--- config.mk ---
export PLATFORM = sky130hd
export DESIGN_NAME = aabbxf_cfg_regs
export DESIGN_NICKNAME = d
export VERILOG_FILES = /design/src/rtl/core/aabbxf_pkg.sv /design/src/rtl/core/aabbxf_cfg_regs.sv
export SDC_FILE = /design/constraint.sdc
export NUM_CORES = 1
export LEC_CHECK = 0
export BUFFER_PORTS_ARGS = -buffer_cell sky130_fd_sc_hd__buf_2
export CAP_MARGIN = 20
export CELL_PAD_IN_SITES_DETAIL_PLACEMENT = 0
export CELL_PAD_IN_SITES_GLOBAL_PLACEMENT = 1
export CORE_ASPECT_RATIO = 0.8
export CORE_MARGIN = 4
export CORE_UTILIZATION = 37
export CTS_CLUSTER_DIAMETER = 200
export CTS_CLUSTER_SIZE = 10
export DETAILED_ROUTE_END_ITERATION = 10
export GPL_TIMING_DRIVEN = 0
export PLACE_DENSITY = 0.81
export REMOVE_ABC_BUFFERS = 1
export SETUP_SLACK_MARGIN = 0.4
export SYNTH_ARGS = -nofsm -noshare
export SYNTH_HDL_FRONTEND = slang
export SYNTH_SLANG_ARGS = --single-unit
--- constraint.sdc ---
create_clock -name clk -period 1.3 [get_ports clk]
set_input_delay 0 -clock clk [delete_from_list [all_inputs] [get_ports clk]]
set_output_delay 0 -clock clk [all_outputs]
set_load 0.1 [all_outputs]
--- src/rtl/core/aabbxf_pkg.sv ---
// Shared types and constants for the bounding box affine transform block.
`timescale 1ns / 1ps

package aabbxf_pkg;

  // Signed Q16.16 coordinate and signed Q2.14 coefficient.
  typedef logic signed [31:0] q16_t;
  typedef logic signed [15:0] coef_t;

  // Packed row of three Q2.14 coefficients, lane 0 in the low bits.
  localparam int ROW_W   = 48;
  localparam int COEF_W  = 16;
  localparam int COORD_W = 32;
  localparam int FRAC_SH = 14;
  localparam int PROD_W  = COORD_W + COEF_W;
  localparam int ACC_W   = 52;
  localparam int RND_W   = ACC_W - FRAC_SH;
  localparam int LANES   = 3;
  localparam int DEPTH   = 4;

  // Configuration register indexes.
  localparam int CFG_IDX_W = 3;
  localparam logic [CFG_IDX_W-1:0] REG_ROW_X   = 3'd0;
  localparam logic [CFG_IDX_W-1:0] REG_ROW_Y   = 3'd1;
  localparam logic [CFG_IDX_W-1:0] REG_ROW_Z   = 3'd2;
  localparam logic [CFG_IDX_W-1:0] REG_SHIFT_X = 3'd3;
  localparam logic [CFG_IDX_W-1:0] REG_SHIFT_Y = 3'd4;
  localparam logic [CFG_IDX_W-1:0] REG_SHIFT_Z = 3'd5;

  // Reset values: identity matrix, no translation.
  localparam logic [ROW_W-1:0] ROW_X_RST = 48'h0000_0000_4000;
  localparam logic [ROW_W-1:0] ROW_Y_RST = 48'h0000_4000_0000;
  localparam logic [ROW_W-1:0] ROW_Z_RST = 48'h4000_0000_0000;

  typedef struct packed {
    q16_t lo_x;
    q16_t lo_y;
    q16_t lo_z;
    q16_t hi_x;
    q16_t hi_y;
    q16_t hi_z;
  } box_in_t;

  typedef struct packed {
    q16_t out_lo_x;
    q16_t out_lo_y;
    q16_t out_lo_z;
    q16_t out_hi_x;
    q16_t out_hi_y;
    q16_t out_hi_z;
  } box_out_t;

  typedef struct packed {
    logic [ROW_W-1:0] row_x;
    logic [ROW_W-1:0] row_y;
    logic [ROW_W-1:0] row_z;
    q16_t             shift_x;
    q16_t             shift_y;
    q16_t             shift_z;
  } cfg_t;

endpackage

--- src/rtl/core/aabbxf_cfg_regs.sv ---
// Configuration register file for the matrix rows and translation.
`timescale 1ns / 1ps

module aabbxf_cfg_regs (
  input  logic                               clk,
  input  logic                               rst_n,
  input  logic                               cfg_valid,
  output logic                               cfg_ready,
  input  logic [aabbxf_pkg::CFG_IDX_W-1:0]   cfg_index,
  input  logic [aabbxf_pkg::ROW_W-1:0]       cfg_data,
  output aabbxf_pkg::cfg_t                   cfg_o
);

  aabbxf_pkg::cfg_t cfg_r;
  aabbxf_pkg::cfg_t cfg_nxt;
  logic             wr_en;

  // Writes are always taken; cfg_ready is tied high.
  assign cfg_ready = 1'b1;
  assign wr_en     = cfg_valid & cfg_ready;
  assign cfg_o     = cfg_r;

  // Decode the register index; unknown indexes leave everything unchanged.
  always_comb begin
    cfg_nxt = cfg_r;
    if (wr_en) begin
      unique case (cfg_index)
        aabbxf_pkg::REG_ROW_X:   cfg_nxt.row_x   = cfg_data;
        aabbxf_pkg::REG_ROW_Y:   cfg_nxt.row_y   = cfg_data;
        aabbxf_pkg::REG_ROW_Z:   cfg_nxt.row_z   = cfg_data;
        aabbxf_pkg::REG_SHIFT_X: cfg_nxt.shift_x = cfg_data[aabbxf_pkg::COORD_W-1:0];
        aabbxf_pkg::REG_SHIFT_Y: cfg_nxt.shift_y = cfg_data[aabbxf_pkg::COORD_W-1:0];
        aabbxf_pkg::REG_SHIFT_Z: cfg_nxt.shift_z = cfg_data[aabbxf_pkg::COORD_W-1:0];
        default: cfg_nxt = cfg_r;
      endcase
    end
  end

  // Register file with identity reset.
  always_ff @(posedge clk) begin
    if (!rst_n) begin
      cfg_r.row_x   <= aabbxf_pkg::ROW_X_RST;
      cfg_r.row_y   <= aabbxf_pkg::ROW_Y_RST;
      cfg_r.row_z   <= aabbxf_pkg::ROW_Z_RST;
      cfg_r.shift_x <= '0;
      cfg_r.shift_y <= '0;
      cfg_r.shift_z <= '0;
    end else begin
      cfg_r <= cfg_nxt;
    end
  end

  // A shift_x translation write lands in the register on the next cycle.
  a_shift_write: assert property (@(posedge clk) disable iff (!rst_n)
    (wr_en && cfg_index == aabbxf_pkg::REG_SHIFT_X)
      |=> (cfg_r.shift_x == $past(cfg_data[aabbxf_pkg::COORD_W-1:0])))
    else $error("shift_x write not applied");

  // Without a transfer on the write channel the registers hold.
  a_cfg_hold: assert property (@(posedge clk) disable iff (!rst_n)
    !wr_en |=> $stable(cfg_r))
    else $error("configuration changed without a write");

endmodule

**Yosys cells after proc, flatten, opt, wreduce, memory -nomap -nowiden**

Cells that the tools add are included.

- Flip-flop bits (word level): 240
- Bits of input ports: 54

- Equal/unequal tests: 5
- Reduce and logical (&&, ||, !) cells: 7

Operators with widths:

| cell | number |
|---|---|
| AND reduction 2 bit | 6 |
| equality test 3 x 2 -> 1 bit, second input constant | 2 |
| equality test 3 bit, second input constant | 2 |
| equality test 3 x 1 -> 1 bit, second input constant | 1 |
| logical NOT 3 bit | 1 |

**Longest topological paths before layout**

Gate-level depths: netlist of run 1.

- Depth in word-level cells: 2
- Gate-level depth with buffers: 6

**Least setup slack after synthesis of run 1**

OpenSTA, ideal clock, no wires.

- Kind: flip-flop to flip-flop
- From: register, netlist name cfg_o[0]
- To: register cfg_r, in the netlist cfg_o[0]
- Path slack: 0.070 ns
- Data required time: 1.228 ns
- Setup time: 0.072 ns
- Period minus slack after synthesis: 1.230 ns
- Path buffers: 0
- Stages on the path, launching flop included: 3
- Data arrival time: 1.158 ns
- Cells stage by stage: dfxtp_1 > nand2_1 > mux2i_1

RTL lines:

| what | line | RTL |
|---|---|---|
| to (signal assigned) | aabbxf_cfg_regs.sv:49 | `cfg_r <= cfg_nxt;` |
| to (decl) | aabbxf_cfg_regs.sv:14 | `aabbxf_pkg::cfg_t cfg_r;` |

**Worst setup path in the final report of run 1**

- From: register cfg_r, in the netlist cfg_o[120]
- To: output port cfg_o[120] (netlist name)

RTL lines:

| what | line | RTL |
|---|---|---|
| to (decl) | aabbxf_cfg_regs.sv:11 | `output aabbxf_pkg::cfg_t cfg_o` |

No word-level cell between the ends.

==> impl_metrics.json, run 1 <==
{
  "gr-total-overflow": 0,
  "violations": "hold timing",
  "groute.usage.overall_pct": 20.85,
  "synth_cells": 840,
  "core_um2": 22810,
  "path_delay_family": "flip-flops",
  "finalPower_w": 0.01707,
  "maxSlewHeadroom_pct": 55.97,
  "critPathMaxStageDelay_ps": 370,
  "die_width_um": 179.3,
  "cts_tree": "done",
  "tightestPinTransition_ps": 660.1,
  "status": "finished with violations",
  "port_buffers": 293,
  "min_from": "rst_n",
  "area_delta_synth_final_pct": 87.64,
  "cts.path.max_buffers": 3,
  "finalCritPeriodShare_pct": 83.59,
  "min_path_cells": 3,
  "clkSinkCount": 240,
  "worst_slack_ps": 213.4,
  "num-nets-final": 1284,
  "ant_nets": 0,
  "setup_viol": 0,
  "drtIter0Drc": 310,
  "p_per_area_nw_per_um2": 1047,
  "vias": 7588,
  "grt_max_degree": 151,
  "routed_wl_um": 31850,
  "root_buffer": "clkbuf_16",
  "crit_start": "cfg_o[120]$_SDFFE_PN0P_",
  "fin_crit_ps": 1087,
  "slowest_stage": "dfxtp_2",
  "cts_buffers": 27,
  "layout_commonest_cell": "nand2_1",
  "hold_violations": 121,
  "netlist_area_um2": 8686,
  "largest_reg_flops": 240,
  "finClkSkew_ps": 0,
  "rows": 49,
  "first_pass_iters": 4,
  "antenna_found_initial": 0,
  "maxCapViolations": 0,
  "avgRoutedWirePerCell_um": 20.75,
  "clk_pin_slew_ps": 60,
  "fp.dieH_um": 145.0,
  "r2r_start": "cfg_o[128]$_SDFFE_PN0P_",
  "cp_data_required_time_ps": 1300,
  "reg2reg_depth": 4,
  "place_ws_ps": -469.4,
  "ys_seq_elements": 240,
  "crit_buf_inv": 1,
  "critPathKind": "flop to output pin",
  "worstSetupEndpointType": "output pin",
  "syn_area_per_cell_um2": 10.34,
  "htreeDepth": 1,
  "grt_pass1_wl_um": 44080,
  "drive_gt1_share_pct": 52.73,
  "start_kind": "flop",
  "leakage_nw": 7.462,
  "synth_top_area_share_pct": 55.32,
  "synth.area.top_cells": "dfxtp_1, mux2i_1, nand2_1, clkbuf_1, buf_2",
  "cp_max_fo": 2,
  "grt_pass1_vias": 7780,
  "grt_setup_unrepaired": "true",
  "io_pins": 295,
  "yosys_warnings": 0,
  "vdd_drop_max_uv": 881.5,
  "place.gp.congestion": 0.7255,
  "worstHoldPathType": "input pin to flop",
  "hpwlAfterDp_um": 16270,
  "clock_latency_ps": 530,
  "hold_slack_ps": -86.28,
  "die_area_um2": 26010,
  "drc": 0,
  "diodes": 0,
  "ys_types": 13,
  "synth_top_cell_by_area": "dfxtp_1",
  "final_cell_mix": "nand2_1, buf_12, mux2i_1",
  "start_util_pct": 38.08,
  "critPathArrivalTime_ps": 1090,
  "ys_seq_area_share_pct": 55.32,
  "finalMaxSlewViolations": 0,
  "drt-vias-per-instance": 4.943,
  "worst-path-stages": 1,
  "max_freq_ghz": 0.9203,
  "path_cells": "buf_12"
}
==> area by class of cell <==
class | count | area (um^2)
multi-input cells | 540 | 3686
repair buffers | 421 | 6392
flip-flops and latches | 240 | 5152
clock buffers | 27 | 675.6
fillers | 1384 | 6509
clock inverters | 1 | 8.758
well taps | 306 | 382.9
==> where the power goes <==
part	total, W	switching (W)	internal, W
Clock	0.00645	0.00282	0.00363
Sequential	0.00771	0.000182	0.00752
Combinational	0.00291	0.00185	0.00106
==> cell usage after synthesis (all sizes together) <==
cell     number
nor4bb        1
nand4b        2
nor4b         1
conb          1
dfxtp       240
mux2i       240
buf          28
nor2b         6
clkbuf       33
nand4bb       3
nand2       285
==> per-layer routing <==
| layer | wire, um | vias up | GRT usage, % |
|---|---|---|---|
| met3 | 2646 | 84 | 7.100 |
| li1 | - | 3538 | - |
| met5 | 0 | - | 0 |
| met1 | 12120 | 3679 | 23.73 |
| met2 | 15970 | 287 | 36.86 |
| met4 | 1113 | 0 | 6.129 |
==> cell families (layout without fill, tap and decap cells) <==
kind of cell,Yosys count,after routing,synth area share (%)
and+or+nand+nor,298,299,13.63
buffers and inverters,61,449,3.356
DFF,240,240,55.32
muxes,240,240,27.66
other,1,1,0.04317
==> worst paths after layout <==
kind / endpoint / slack [ps]
setup / recovery: cfg_o[120] / 210
hold / removal: cfg_o[177]$_SDFFE_PN0P_ / -90
setup reg to reg: cfg_o[128]$_SDFFE_PN0P_ / 440
hold reg to reg: cfg_o[234]$_SDFFE_PN0P_ / 470
==> repair_timing <==
| action | in CTS | in global routing |
|---|---|---|
| hold buffers | 48 | 1 |
| endpoints found under the hold margin | 240 | 127 |
| buffers inserted | 8 | 52 |
| pin swaps | 0 | 5 |
| gates resized for setup | 1099 | 128 |
| gates cloned | 0 | 3 |
| endpoints found under the setup margin | 386 | 407 |
==> through the flow <==
| step | util (%) | instances | cell area [um^2] | TNS [ps] |
|---|---|---|---|---|
| floorplan | - | 779 | 8394 | -318900 |
| global placement | 44.91 | 1378 | 10240 | -944870 |
| detailed placement | 46.47 | 1395 | 10600 | -53000 |
| CTS | 67.99 | 1479 | 15510 | 0 |
| global route | 71.46 | 1535 | 16300 | 0 |
| finish | 71.46 | 1535 | 16300 | 0 |
Note: power is estimated with default switching activity, not from simulation.
==> run 2, diff against run 1 <==
- CORE_UTILIZATION: 37 -> 34
- PLACE_DENSITY: 0.81 -> 0.79
- clock period: 1.3 -> 0.9 ns (I/O delays scaled with it)
==> run 2 against run 1 <==
The run ends with hold timing, setup timing left. Sequential power grew 43%. Cell count grew 1.8%. Register-to-register slack lost 410 ps. Critical path depth is the same.
==> impl_metrics.json, run 2 (synthesis results as in run 1) <==
{
  "status": "finished with violations",
  "violations": "hold timing, setup timing",
  "die_area_um2": 28180,
  "core_um2": 25240,
  "setup_viol": 240,
  "critPathArrivalTime_ps": 1100,
  "vdd_drop_max_uv": 1263,
  "hold_violations": 143,
  "pwr-share-comb_pct": 17.8,
  "path_delay_family": "flip-flops",
  "multiInputGateArea_um2": 3994,
  "slowest_stage": "dfxtp_2",
  "finClkSkew_ps": 0,
  "fp.dieH_um": 151.0,
  "final_cell_mix": "buf_12, mux2i_1, dfxtp_2",
  "die_width_um": 186.7,
  "p_sw_w": 0.007198,
  "finish.instance_area_um2": 17180,
  "clkSinkCount": 240,
  "num-fill-cells": 1650,
  "layout.cells.non_filler": 1563,
  "hold_slack_ps": -137.2,
  "grt_use_met2_pct": 38.18,
  "hpwlAfterDp_um": 16550,
  "gr-total-overflow": 0,
  "r2r_start": "cfg_o[138]$_SDFFE_PN0P_",
  "grt_setup_unrepaired": "true",
  "post-route-util_pct": 68.05,
  "grt_pass1_vias": 8154,
  "finalMaxSlewViolations": 0,
  "antenna_found_initial": 1,
  "min_from": "cfg_data[13]",
  "place.gp.congestion": 0.7193,
  "maxCapViolations": 0,
  "power_frac_seq_pct": 44.5,
  "worst_slack_ps": -198.1,
  "drc": 0,
  "crit_start": "cfg_o[204]$_SDFFE_PN0P_",
  "start_util_pct": 34.41,
  "clk_pin_slew_ps": 60,
  "routed_wl_um": 35090,
  "drive_gt1_share_pct": 63.97,
  "rows": 52,
  "finalCritPeriodShare_pct": 122.0,
  "postCtsHoldBufs": 31,
  "cts_buffers": 27,
  "port_buffers": 293,
  "use_met1_pct": 25.85,
  "htreeDepth": 1,
  "ant_nets": 0,
  "critPathMaxStageDelay_ps": 370,
  "cts.path.max_buffers": 3,
  "leakage_nw": 7.759,
  "postPlaceCellArea_um2": 10640,
  "io_pins": 295,
  "grt_max_degree": 82,
  "fin_crit_ps": 1098,
  "drt-vias-per-instance": 4.940,
  "max_freq_ghz": 0.9106,
  "start_kind": "flop",
  "clock_latency_ps": 510,
  "num-nets-final": 1293,
  "crit_buf_inv": 1,
  "drtIter0Drc": 217,
  "worstHoldPathType": "input pin to flop",
  "path_cells": "buf_12",
  "area_delta_synth_final_pct": 97.78,
  "grt.busiest_layer": "met2",
  "avgRoutedWirePerCell_um": 22.45,
  "p_int_w": 0.01764,
  "cts_tree": "done",
  "p_sw_share_pct": 28.97,
  "seqCellArea_um2": 5265,
  "critPathKind": "flop to output pin",
  "tns_ps": -38040,
  "cp_max_fo": 2,
  "layout_commonest_cell": "buf_12",
  "grt_pass1_wl_um": 48620,
  "place_ws_ps": -1006,
  "grt_use_met3_pct": 6.267,
  "cp_data_required_time_ps": 900,
  "largest_reg_flops": 240,
  "root_buffer": "clkbuf_16",
  "dpl.cell_count": 1413,
  "groute.usage.overall_pct": 21.61,
  "worstSetupEndpointType": "output pin",
  "vias": 7721,
  "p_clk_share_pct": 37.8,
  "first_pass_iters": 4,
  "p_per_area_nw_per_um2": 1446
}
## run 2: worst paths after layout
check,cells after the start,slack (ps),endpoint
min reg2reg,2,480,cfg_o[228]$_SDFFE_PN0P_
min,3,-140,cfg_o[157]$_SDFFE_PN0P_
max reg2reg,3,30,cfg_o[138]$_SDFFE_PN0P_
max,1,-200,cfg_o[204]
## run 2: area by class of cell
type                            count  area share [%]
Clock inverter                      1         0.05098
Sequential cell                   240           30.65
Multi-Input combinational cell    539           23.25
Antenna cell                        1         0.01457
Timing Repair Buffer              431           39.75
Clock buffer                       27           3.933
Tap cell                          324           2.360
## run 2: power groups by stage
stage	registers [W]	logic, W	clock network, W
finish	0.0110	0.00441	0.00938
global route	0.0111	0.00455	0.0100
CTS	0.0112	0.00412	0.00956
detailed placement	0.0112	0.00311	0
global placement	0.0112	0.00309	0
floorplan	0.0129	0.000598	0
## run 2: through the flow
| stage | hold WS (ps) | power (W) |
|---|---|---|
| 2_1_floorplan | 147.6 | 0.01349 |
| 3_3_place_gp | 271.1 | 0.01429 |
| 3_5_place_dp | 277.0 | 0.01431 |
| 4_1_cts | -162.1 | 0.02485 |
| 5_1_grt | -132.5 | 0.02564 |
| 6_report | -137.2 | 0.02484 |
## run 2: repair_timing
| action | 4_1_cts | 5_1_grt |
|---|---|---|
| endpoints found under the hold margin | 238 | 147 |
| pin swaps | 5 | 1 |
| endpoints found under the setup margin | 480 | 480 |
| gates resized for setup | 1231 | 248 |
| setup buffers | 36 | 48 |
| gates cloned | 4 | 2 |
## run 2: layer usage
layer | up-vias | share of wire, %
met5 | - | 0
li1 | 3561 | -
met2 | 266 | 52
met4 | 0 | 3.2
met3 | 68 | 5.9
met1 | 3826 | 39
